### src/rtl/rrsg_pkg.sv
// Package for the rounded-rectangle span generator: field widths, the queued
// command type, the back-end state type and the corner row-width table.
// No dependencies.
package rrsg_pkg;

  localparam int CoordInW  = 11;
  localparam int CoordOutW = 12;
  localparam int SizeW     = 10;
  localparam int RadiusW   = 4;
  localparam int ColorW    = 16;

  typedef logic [255:0][RadiusW-1:0] dx_tab_t;

  typedef struct packed {
    logic                        plain;
    logic        [RadiusW-1:0]   radius;
    logic signed [CoordOutW-1:0] x_l;
    logic signed [CoordOutW-1:0] x_c;
    logic signed [CoordOutW-1:0] x_rt;
    logic signed [CoordOutW-1:0] y_t;
    logic signed [CoordOutW-1:0] y_c;
    logic signed [CoordOutW-1:0] y_b;
    logic        [SizeW-1:0]     w_full;
    logic        [SizeW-1:0]     h_full;
    logic        [SizeW-1:0]     w_c;
    logic        [SizeW-1:0]     h_c;
    logic        [ColorW-1:0]    color;
  } cmd_t;

  typedef enum logic [1:0] {
    ST_IDLE,
    ST_PLAIN,
    ST_BODY,
    ST_CORNER
  } state_t;

  // Entry {r, dy} holds max(1, isqrt(r*r - (r-1-dy)^2)); unused entries are zero.
  function automatic dx_tab_t build_row_dx();
    dx_tab_t t;
    int      d;
    int      sq;
    int      dx;
    t = '0;
    for (int r = 1; r < 16; r++) begin
      for (int dy = 0; dy < r; dy++) begin
        d  = r - 1 - dy;
        sq = r * r - d * d;
        dx = 1;
        while ((dx + 1) * (dx + 1) <= sq) begin
          dx++;
        end
        t[r * 16 + dy] = RadiusW'(dx);
      end
    end
    return t;
  endfunction

  localparam dx_tab_t RowDx = build_row_dx();

endpackage

### src/rtl/rrsg_ifs.sv
// Valid/ready channel interfaces for draw commands and emitted rectangles.
// Depends on rrsg_pkg for field widths.
interface rrsg_in_if;
  import rrsg_pkg::*;
  logic                       valid;
  logic                       ready;
  logic signed [CoordInW-1:0] box_x;
  logic signed [CoordInW-1:0] box_y;
  logic        [SizeW-1:0]    box_w;
  logic        [SizeW-1:0]    box_h;
  logic        [RadiusW-1:0]  radius;
  logic        [ColorW-1:0]   fill_color;

  modport source (output valid, box_x, box_y, box_w, box_h, radius, fill_color,
                  input ready);
  modport sink   (input valid, box_x, box_y, box_w, box_h, radius, fill_color,
                  output ready);
endinterface

interface rrsg_out_if;
  import rrsg_pkg::*;
  logic                        valid;
  logic                        ready;
  logic signed [CoordOutW-1:0] span_x;
  logic signed [CoordOutW-1:0] span_y;
  logic        [SizeW-1:0]     span_w;
  logic        [SizeW-1:0]     span_h;
  logic        [ColorW-1:0]    span_color;
  logic                        last_span;

  modport source (output valid, span_x, span_y, span_w, span_h, span_color, last_span,
                  input ready);
  modport sink   (input valid, span_x, span_y, span_w, span_h, span_color, last_span,
                  output ready);
endinterface

### src/rtl/rounded_rect_span_generator_core.sv
// Top level of the rounded-rectangle span generator: front end, command queue
// and span sequencer. Depends on rrsg_pkg, rrsg_ifs and the rrsg_* modules.
//
//   channel  dir  handshake     payload
//   in_ch    in   valid/ready   box_x box_y box_w box_h radius fill_color
//   out_ch   out  valid/ready   span_x span_y span_w span_h span_color last_span
//
// The back-end sequencer takes a command from the queue in its idle state and
// then emits one rectangle per cycle unless the output stalls: one for a plain
// box, 3 + 4*r for a rounded one, at most 63 per item.
// The two-entry queue lets new items be accepted while a command is expanded.
// Reset clears the queue and the sequencer; nothing else needs clearing.
// An output stall holds the registered rectangle and freezes the expansion.
module rounded_rect_span_generator_core #(
  parameter int MAX_RADIUS = 15
) (
  input  logic        clk,
  input  logic        rst_n,
  rrsg_in_if.sink     in_ch,
  rrsg_out_if.source  out_ch
);
  import rrsg_pkg::*;

  cmd_t front_cmd;
  cmd_t head_cmd;
  logic push;
  logic full;
  logic pop;
  logic empty;

  rrsg_front #(
    .MAX_RADIUS (MAX_RADIUS)
  ) u_front (
    .in_ch (in_ch),
    .cmd   (front_cmd),
    .push  (push),
    .full  (full)
  );

  rrsg_fifo #(
    .DEPTH (2)
  ) u_fifo (
    .clk   (clk),
    .rst_n (rst_n),
    .push  (push),
    .din   (front_cmd),
    .full  (full),
    .pop   (pop),
    .dout  (head_cmd),
    .empty (empty)
  );

  rrsg_back u_back (
    .clk    (clk),
    .rst_n  (rst_n),
    .head   (head_cmd),
    .empty  (empty),
    .pop    (pop),
    .out_ch (out_ch)
  );

endmodule

### src/rtl/rrsg_front.sv
// Front end: accepts draw commands, clamps the radius, classifies plain versus
// rounded boxes and precomputes edge coordinates. Depends on rrsg_pkg, rrsg_ifs.
module rrsg_front #(
  parameter int MAX_RADIUS = 15
) (
  rrsg_in_if.sink         in_ch,
  output rrsg_pkg::cmd_t  cmd,
  output logic            push,
  input  logic            full
);
  import rrsg_pkg::*;

  localparam logic [RadiusW-1:0] MaxR = RadiusW'(MAX_RADIUS);

  logic        [RadiusW-1:0]   r_cl;
  logic        [SizeW-1:0]     two_r;
  logic signed [CoordOutW-1:0] x_ext;
  logic signed [CoordOutW-1:0] y_ext;
  logic        [CoordOutW-1:0] r_ext;
  logic        [CoordOutW-1:0] w_ext;
  logic        [CoordOutW-1:0] h_ext;

  assign in_ch.ready = !full;
  assign push        = in_ch.valid && !full;

  always_comb begin
    r_cl  = (in_ch.radius > MaxR) ? MaxR : in_ch.radius;
    two_r = {{(SizeW-RadiusW-1){1'b0}}, r_cl, 1'b0};
    x_ext = {in_ch.box_x[CoordInW-1], in_ch.box_x};
    y_ext = {in_ch.box_y[CoordInW-1], in_ch.box_y};
    r_ext = {{(CoordOutW-RadiusW){1'b0}}, r_cl};
    w_ext = {{(CoordOutW-SizeW){1'b0}}, in_ch.box_w};
    h_ext = {{(CoordOutW-SizeW){1'b0}}, in_ch.box_h};

    cmd.plain  = (r_cl == '0) || (in_ch.box_w < two_r) || (in_ch.box_h < two_r);
    cmd.radius = r_cl;
    cmd.x_l    = x_ext;
    cmd.x_c    = x_ext + r_ext;
    cmd.x_rt   = x_ext + w_ext - r_ext;
    cmd.y_t    = y_ext;
    cmd.y_c    = y_ext + r_ext;
    cmd.y_b    = y_ext + h_ext - CoordOutW'(1);
    cmd.w_full = in_ch.box_w;
    cmd.h_full = in_ch.box_h;
    cmd.w_c    = in_ch.box_w - two_r;
    cmd.h_c    = in_ch.box_h - two_r;
    cmd.color  = in_ch.fill_color;
  end

endmodule

### src/rtl/rrsg_fifo.sv
// Short register queue of classified commands between front and back ends.
// Depends on rrsg_pkg for the command type.
module rrsg_fifo #(
  parameter int DEPTH = 2
) (
  input  logic            clk,
  input  logic            rst_n,
  input  logic            push,
  input  rrsg_pkg::cmd_t  din,
  output logic            full,
  input  logic            pop,
  output rrsg_pkg::cmd_t  dout,
  output logic            empty
);
  import rrsg_pkg::*;

  localparam int AW = $clog2(DEPTH);
  localparam int CW = $clog2(DEPTH + 1);

  cmd_t          mem_r [DEPTH];
  logic [AW-1:0] wr_ptr_r, wr_ptr_nxt;
  logic [AW-1:0] rd_ptr_r, rd_ptr_nxt;
  logic [CW-1:0] count_r, count_nxt;
  logic          do_push;
  logic          do_pop;

  assign full    = (count_r == CW'(DEPTH));
  assign empty   = (count_r == '0);
  assign dout    = mem_r[rd_ptr_r];
  assign do_push = push && !full;
  assign do_pop  = pop && !empty;

  always_comb begin
    wr_ptr_nxt = wr_ptr_r;
    rd_ptr_nxt = rd_ptr_r;
    count_nxt  = count_r;
    if (do_push) begin
      wr_ptr_nxt = (wr_ptr_r == AW'(DEPTH - 1)) ? '0 : wr_ptr_r + 1'b1;
    end
    if (do_pop) begin
      rd_ptr_nxt = (rd_ptr_r == AW'(DEPTH - 1)) ? '0 : rd_ptr_r + 1'b1;
    end
    if (do_push && !do_pop) begin
      count_nxt = count_r + 1'b1;
    end else if (do_pop && !do_push) begin
      count_nxt = count_r - 1'b1;
    end
  end

  always_ff @(posedge clk) begin
    if (!rst_n) begin
      wr_ptr_r <= '0;
      rd_ptr_r <= '0;
      count_r  <= '0;
    end else begin
      wr_ptr_r <= wr_ptr_nxt;
      rd_ptr_r <= rd_ptr_nxt;
      count_r  <= count_nxt;
    end
  end

  always_ff @(posedge clk) begin
    if (do_push) begin
      mem_r[wr_ptr_r] <= din;
    end
  end

endmodule

### src/rtl/rrsg_back.sv
// Back end: takes one queued command at a time and emits its rectangles, one
// per cycle unless stalled, into an output register. Depends on rrsg_pkg, rrsg_ifs.
module rrsg_back (
  input  logic            clk,
  input  logic            rst_n,
  input  rrsg_pkg::cmd_t  head,
  input  logic            empty,
  output logic            pop,
  rrsg_out_if.source      out_ch
);
  import rrsg_pkg::*;

  state_t                      state_r, state_nxt;
  cmd_t                        cmd_r, cmd_nxt;
  logic [1:0]                  idx_r, idx_nxt;
  logic [RadiusW-1:0]          dy_r, dy_nxt;
  logic [1:0]                  q_r, q_nxt;
  logic                        out_valid_r, out_valid_nxt;
  logic signed [CoordOutW-1:0] span_x_r, span_x_nxt;
  logic signed [CoordOutW-1:0] span_y_r, span_y_nxt;
  logic [SizeW-1:0]            span_w_r, span_w_nxt;
  logic [SizeW-1:0]            span_h_r, span_h_nxt;
  logic [ColorW-1:0]           span_color_r, span_color_nxt;
  logic                        last_r, last_nxt;

  logic                        load_ok;
  logic                        emit;
  logic                        corner_last;
  logic [RadiusW-1:0]          dx;
  logic [CoordOutW-1:0]        dx_ext;
  logic [CoordOutW-1:0]        dy_ext;
  logic [SizeW-1:0]            r_size;

  assign load_ok     = !out_valid_r || out_ch.ready;
  assign dx          = RowDx[{cmd_r.radius, dy_r}];
  assign dx_ext      = {{(CoordOutW-RadiusW){1'b0}}, dx};
  assign dy_ext      = {{(CoordOutW-RadiusW){1'b0}}, dy_r};
  assign r_size      = {{(SizeW-RadiusW){1'b0}}, cmd_r.radius};
  assign corner_last = (q_r == 2'd3) && (dy_r == cmd_r.radius - 1'b1);

  always_comb begin
    state_nxt = state_r;
    unique case (state_r)
      ST_IDLE: begin
        if (!empty) begin
          state_nxt = head.plain ? ST_PLAIN : ST_BODY;
        end
      end
      ST_PLAIN: begin
        if (load_ok) begin
          state_nxt = ST_IDLE;
        end
      end
      ST_BODY: begin
        if (load_ok && idx_r == 2'd2) begin
          state_nxt = ST_CORNER;
        end
      end
      ST_CORNER: begin
        if (load_ok && corner_last) begin
          state_nxt = ST_IDLE;
        end
      end
      default: state_nxt = ST_IDLE;
    endcase
  end

  always_comb begin
    pop        = 1'b0;
    emit       = 1'b0;
    cmd_nxt    = cmd_r;
    idx_nxt    = idx_r;
    dy_nxt     = dy_r;
    q_nxt      = q_r;
    span_x_nxt = span_x_r;
    span_y_nxt = span_y_r;
    span_w_nxt = span_w_r;
    span_h_nxt = span_h_r;
    last_nxt   = last_r;
    unique case (state_r)
      ST_IDLE: begin
        pop     = !empty;
        cmd_nxt = head;
        idx_nxt = '0;
        dy_nxt  = '0;
        q_nxt   = '0;
      end
      ST_PLAIN: begin
        emit       = load_ok;
        span_x_nxt = cmd_r.x_l;
        span_y_nxt = cmd_r.y_t;
        span_w_nxt = cmd_r.w_full;
        span_h_nxt = cmd_r.h_full;
        last_nxt   = 1'b1;
      end
      ST_BODY: begin
        emit     = load_ok;
        last_nxt = 1'b0;
        unique case (idx_r)
          2'd0: begin
            span_x_nxt = cmd_r.x_c;
            span_y_nxt = cmd_r.y_t;
            span_w_nxt = cmd_r.w_c;
            span_h_nxt = cmd_r.h_full;
          end
          2'd1: begin
            span_x_nxt = cmd_r.x_l;
            span_y_nxt = cmd_r.y_c;
            span_w_nxt = r_size;
            span_h_nxt = cmd_r.h_c;
          end
          default: begin
            span_x_nxt = cmd_r.x_rt;
            span_y_nxt = cmd_r.y_c;
            span_w_nxt = r_size;
            span_h_nxt = cmd_r.h_c;
          end
        endcase
        if (load_ok) begin
          idx_nxt = idx_r + 1'b1;
        end
      end
      ST_CORNER: begin
        emit       = load_ok;
        last_nxt   = corner_last;
        span_x_nxt = q_r[0] ? cmd_r.x_rt : cmd_r.x_c - dx_ext;
        span_y_nxt = q_r[1] ? cmd_r.y_b - dy_ext : cmd_r.y_t + dy_ext;
        span_w_nxt = {{(SizeW-RadiusW){1'b0}}, dx};
        span_h_nxt = SizeW'(1);
        if (load_ok) begin
          q_nxt = q_r + 1'b1;
          if (q_r == 2'd3) begin
            dy_nxt = dy_r + 1'b1;
          end
        end
      end
      default: begin
        pop = 1'b0;
      end
    endcase
    span_color_nxt = emit ? cmd_r.color : span_color_r;
    if (emit) begin
      out_valid_nxt = 1'b1;
    end else if (out_ch.ready) begin
      out_valid_nxt = 1'b0;
    end else begin
      out_valid_nxt = out_valid_r;
    end
  end

  always_ff @(posedge clk) begin
    if (!rst_n) begin
      state_r     <= ST_IDLE;
      out_valid_r <= 1'b0;
    end else begin
      state_r     <= state_nxt;
      out_valid_r <= out_valid_nxt;
    end
  end

  always_ff @(posedge clk) begin
    cmd_r <= cmd_nxt;
    idx_r <= idx_nxt;
    dy_r  <= dy_nxt;
    q_r   <= q_nxt;
    if (emit) begin
      span_x_r     <= span_x_nxt;
      span_y_r     <= span_y_nxt;
      span_w_r     <= span_w_nxt;
      span_h_r     <= span_h_nxt;
      span_color_r <= span_color_nxt;
      last_r       <= last_nxt;
    end
  end

  assign out_ch.valid      = out_valid_r;
  assign out_ch.span_x     = span_x_r;
  assign out_ch.span_y     = span_y_r;
  assign out_ch.span_w     = span_w_r;
  assign out_ch.span_h     = span_h_r;
  assign out_ch.span_color = span_color_r;
  assign out_ch.last_span  = last_r;

endmodule
### src/flat_wrapper.sv
// flat-port wrapper written by rule: the top's interface ports become plain ports
module rounded_rect_span_generator_core_flat import rrsg_pkg::*;
#(
  parameter int MAX_RADIUS = 15
)
  (clk, rst_n, in_ch_valid, in_ch_box_x, in_ch_box_y, in_ch_box_w, in_ch_box_h, in_ch_radius, in_ch_fill_color, in_ch_ready, out_ch_valid, out_ch_span_x, out_ch_span_y, out_ch_span_w, out_ch_span_h, out_ch_span_color, out_ch_last_span, out_ch_ready);
  rrsg_in_if in_ch_i ();
  rrsg_out_if out_ch_i ();
  input  logic clk;
  input  logic rst_n;
  input wire logic [$bits(in_ch_i.valid)-1:0] in_ch_valid;
  input wire logic [$bits(in_ch_i.box_x)-1:0] in_ch_box_x;
  input wire logic [$bits(in_ch_i.box_y)-1:0] in_ch_box_y;
  input wire logic [$bits(in_ch_i.box_w)-1:0] in_ch_box_w;
  input wire logic [$bits(in_ch_i.box_h)-1:0] in_ch_box_h;
  input wire logic [$bits(in_ch_i.radius)-1:0] in_ch_radius;
  input wire logic [$bits(in_ch_i.fill_color)-1:0] in_ch_fill_color;
  output wire logic [$bits(in_ch_i.ready)-1:0] in_ch_ready;
  output wire logic [$bits(out_ch_i.valid)-1:0] out_ch_valid;
  output wire logic [$bits(out_ch_i.span_x)-1:0] out_ch_span_x;
  output wire logic [$bits(out_ch_i.span_y)-1:0] out_ch_span_y;
  output wire logic [$bits(out_ch_i.span_w)-1:0] out_ch_span_w;
  output wire logic [$bits(out_ch_i.span_h)-1:0] out_ch_span_h;
  output wire logic [$bits(out_ch_i.span_color)-1:0] out_ch_span_color;
  output wire logic [$bits(out_ch_i.last_span)-1:0] out_ch_last_span;
  input wire logic [$bits(out_ch_i.ready)-1:0] out_ch_ready;
  assign in_ch_i.valid = in_ch_valid;
  assign in_ch_i.box_x = in_ch_box_x;
  assign in_ch_i.box_y = in_ch_box_y;
  assign in_ch_i.box_w = in_ch_box_w;
  assign in_ch_i.box_h = in_ch_box_h;
  assign in_ch_i.radius = in_ch_radius;
  assign in_ch_i.fill_color = in_ch_fill_color;
  assign in_ch_ready = in_ch_i.ready;
  assign out_ch_valid = out_ch_i.valid;
  assign out_ch_span_x = out_ch_i.span_x;
  assign out_ch_span_y = out_ch_i.span_y;
  assign out_ch_span_w = out_ch_i.span_w;
  assign out_ch_span_h = out_ch_i.span_h;
  assign out_ch_span_color = out_ch_i.span_color;
  assign out_ch_last_span = out_ch_i.last_span;
  assign out_ch_i.ready = out_ch_ready;
  rounded_rect_span_generator_core #(.MAX_RADIUS(MAX_RADIUS)) u_core (.clk(clk), .rst_n(rst_n), .in_ch(in_ch_i), .out_ch(out_ch_i));
endmodule
### config.mk
export PLATFORM = sky130hd
export DESIGN_NAME = rounded_rect_span_generator_core_flat
export DESIGN_NICKNAME = d
export VERILOG_FILES = /design/src/rtl/rrsg_pkg.sv /design/src/rtl/rrsg_ifs.sv /design/src/rtl/rounded_rect_span_generator_core.sv /design/src/rtl/rrsg_front.sv /design/src/rtl/rrsg_fifo.sv /design/src/rtl/rrsg_back.sv /design/src/flat_wrapper.sv
export SDC_FILE = /design/constraint.sdc
export NUM_CORES = 1
export LEC_CHECK = 0
export BUFFER_PORTS_ARGS = -buffer_cell sky130_fd_sc_hd__buf_2
export CAP_MARGIN = 40
export CORE_ASPECT_RATIO = 0.5
export CORE_UTILIZATION = 45
export CTS_BUF_LIST = sky130_fd_sc_hd__clkbuf_8
export CTS_CLUSTER_DIAMETER = 60
export DETAILED_ROUTE_END_ITERATION = 6
export PLACE_DENSITY = 0.58
export SLEW_MARGIN = 20
export SYNTH_ARGS = -nofsm -noshare
export SYNTH_HDL_FRONTEND = slang
export SYNTH_HIERARCHICAL = 1
export SYNTH_SLANG_ARGS = --single-unit
### constraint.sdc
create_clock -name clk -period 15.86 [get_ports clk]
set_input_delay 3.172 -clock clk [delete_from_list [all_inputs] [get_ports clk]]
set_output_delay 3.172 -clock clk [all_outputs]
set_load 0.02 [all_outputs]
==> metrics.cfg <==
[sta]
fmax_ghz = 0.200
rsz0062_at_grt = false
fin_hold_ws_ns = 0.414
worst_pin_slew_ns = 0.876
finalClockSkew_ns = 0.0313
drv_slew = 0
finalSetupViolCount = 0
relSlewSlack = 0.416
period_minus_slack_ns = 5.01
fin_tns_setup_ns = 0
finalCritPeriodShare = 0.316
hold_violations = 0

[place]
numPortBuffers = 128
placed_cell_area_mm2 = 0.0237
gp_congestion = 0.856
place_hpwl_um = 33600
dp_cells = 2261

[logic_synthesis]
ys_warn_count = 6
yosys.area_share.adder = 0.0606
syn_area_mm2 = 0.0228
synth.area.mux_share = 0.0878
synth_edf_count = 467
avgSynthCellArea_um2 = 14.4
yosysUniqueCellTypes = 84
async_flop_share = 0
synthCells = 1580
yosys_most_used_dff = edfxtp_1
ys_seq_area_frac = 0.623
synth_compound_area_frac = 0.0856
synthSimpleGateAreaFrac = 0.0531
synth_nets = 1749
yosys_register_bits = 475
synthXorXnorAreaFrac = 0.0323
synth_top_family_by_area = multiplexers

[drt]
wl_um = 49900
wl_per_cell_um = 20.9
ant_nets = 0
first_iter_violations = 861
routed_via_density = 5.41
vias = 12900
route.detailed.drc = 0
drt_first_pass_iters = 5

[global_route]
grt_max_degree = 64
overflow = 0
antenna_found_initial = 1
grt_pass1_wl_um = 76700
first_global_vias = 13400
grt_util_all_layers = 0.196

[clocking]
cts_inserted_buffers = 73
clock_path_buffers = 3
clock-sinks = 475
cts.clk_slew.worst_paths_ns = 0.06
clock_latency_ns = 0.64
cts_tree = yes
cts-root-buf = clkbuf_8
holdBufCountCts = 0
htreeDepth = 3
post_cts_resized = 0
post_cts_buffers = 0

[floorplanning]
io_pins = 129
core_mm2 = 0.0492
die_y_um = 161
dieArea_mm2 = 0.0515
start_util = 0.463
die_w_um = 320
num_rows = 57

[power]
p_leak_nw = 9.41
power_density_mw_per_mm2 = 203
ir_worst_vdd_mv = 0.101
total_power_mw = 5.10

[layout]
area_growth_pct = 10.3
final_common_cell = edfxtp_1
stdcell_area_mm2 = 0.0251
drive_above_1_share = 0.240
fin_cells = 2390
nets = 1858
insertedDiodeCount = 0
layout_common_cells = 467 x edfxtp_1, 137 x inv_1, 128 x buf_2, 91 x ha_1, 78 x clkbuf_8

[setup_path]
cp.required_ns = 16.23
arrival_ns = 5.38
cp-end-kind = flop
slowest_stage = edfxtp_1
cpPeakStageDelay_ns = 0.82
path_max_fanout = 16
crit_path_start_kind = flop
path_cells = inv_1, ha_1, mux2_1, a311oi_1, o211ai_1, a32oi_1, ha_1, fa_1, nor2b_1, o21ai_0, nor4b_2, xnor2_1, o21ai_0, a221o_1
criticalPathCategory = flop to flop

[flow_run]
drv_cap = 0

[min_path]
min_path_type = flop to flop

[outcome]
status = finished clean

[power breakdown]
part	switching (mW)	internal (mW)	total [mW]	leakage, nW
registers	0.213	2.00	2.22	4.54
logic	1.18	0.744	1.92	4.11
clock network	0.475	0.487	0.962	0.750
total	1.86	3.23	5.10	9.41
[per-stage QoR]
step	setup slack [ns]	utilization
2_1_floorplan	3.65	-
3_3_place_gp	9.96	0.479
3_5_place_dp	10.25	0.482
4_1_cts	10.90	0.509
5_1_grt	10.56	0.510
6_report	10.85	0.510
[path summary, 6_finish.rpt]
kind	startpoint	to	slack, ns	cells past startpoint
setup reg to reg	u_core/u_back/dy_r[0]$_SDFFCE_PN0P_	u_core/u_back/out_ch.span_x[6]$_DFFE_PP_	10.85	14
setup / recovery	u_core/u_back/dy_r[0]$_SDFFCE_PN0P_	u_core/u_back/out_ch.span_x[6]$_DFFE_PP_	10.85	14
hold reg to reg	u_core/u_back/cmd_r[1]$_DFFE_PP_	u_core/u_back/out_ch.span_color[1]$_DFFE_PP_	0.41	0
hold / removal	u_core/u_back/cmd_r[1]$_DFFE_PP_	u_core/u_back/out_ch.span_color[1]$_DFFE_PP_	0.41	0
[synth_stat cells, types with 12 or more instances]
| cell | count | area, µm² |
|---|---|---|
| buf_6 | 13 | 146 |
| nor2b_1 | 20 | 125 |
| o2bb2ai_1 | 20 | 175 |
| ha_1 | 91 | 1140 |
| o21ai_0 | 38 | 190 |
| a211oi_1 | 12 | 90.1 |
| a21oi_1 | 56 | 280 |
| a31oi_1 | 17 | 106 |
| nand2_1 | 57 | 214 |
| a21o_1 | 16 | 120 |
| buf_4 | 68 | 510 |
| xor2_1 | 19 | 166 |
| mux2_4 | 70 | 1050 |
| nand2b_1 | 16 | 100 |
| nand3_1 | 19 | 95.1 |
| a22oi_1 | 27 | 203 |
| fa_1 | 12 | 240 |
| mux2_2 | 67 | 754 |
| buf_2 | 17 | 85.1 |
| clkbuf_1 | 20 | 75.1 |
| mux2i_1 | 17 | 170 |
| xnor2_1 | 63 | 552 |
| nor2_1 | 67 | 251 |
| inv_1 | 120 | 450 |
| edfxtp_1 | 467 | 14000 |
[registers in the layout, summed over array words and instances (netlist names), 2 cells and up, named ones only]
signal and flops:
u_core/u_back/out_ch.span_color 16, u_core/u_fifo/count_r 2, u_core/u_back/cmd_r 132, u_core/u_back/idx_r 2
u_core/u_back/state_r 2, u_core/u_back/out_ch.span_h 10, u_core/u_fifo/mem_r 266, u_core/u_back/q_r 2
u_core/u_back/out_ch.span_y 12, u_core/u_back/dy_r 4, u_core/u_back/out_ch.span_w 10, u_core/u_back/out_ch.span_x 12
[metal layers]
layer  vias up  routed length (µm)  global-route usage
met1      6403               23100               0.268
met5         -                   0                   0
li1       6053                   -                   -
met3       116                2420              0.0404
met4         0                1210              0.0670
met2       349               23200               0.312
[logic make-up after synthesis]
| kind of cell | count (synthesis) |
|---|---|
| and+or+nand+nor | 238 |
| AOI/OAI and AO/OA | 276 |
| adders and majority gates | 103 |
| xor gates and xnor gates | 83 |
| buffers and inverters | 249 |
| DFF | 475 |
| muxes | 156 |
[critical path: cells and delay by family (launching register included)]
kind | cells | cell delay [ns]
AOI/OAI and AO/OA | 6 | 1.70
buffers and inverters | 1 | 0.24
adders and majority gates | 3 | 0.96
muxes | 1 | 0.32
and+or+nand+nor | 2 | 0.54
DFF | 1 | 0.82
xor gates and xnor gates | 1 | 0.16
[area by class of cell]
class	instances	area, µm²
fillers	4197	24100
flip-flops and latches	475	14200
multi-input cells	856	7300
clock buffers	78	1070
repair buffers	158	996
well taps	649	812
inverters	125	469
clock inverters	49	265
(Power assumes the default switching activity.)
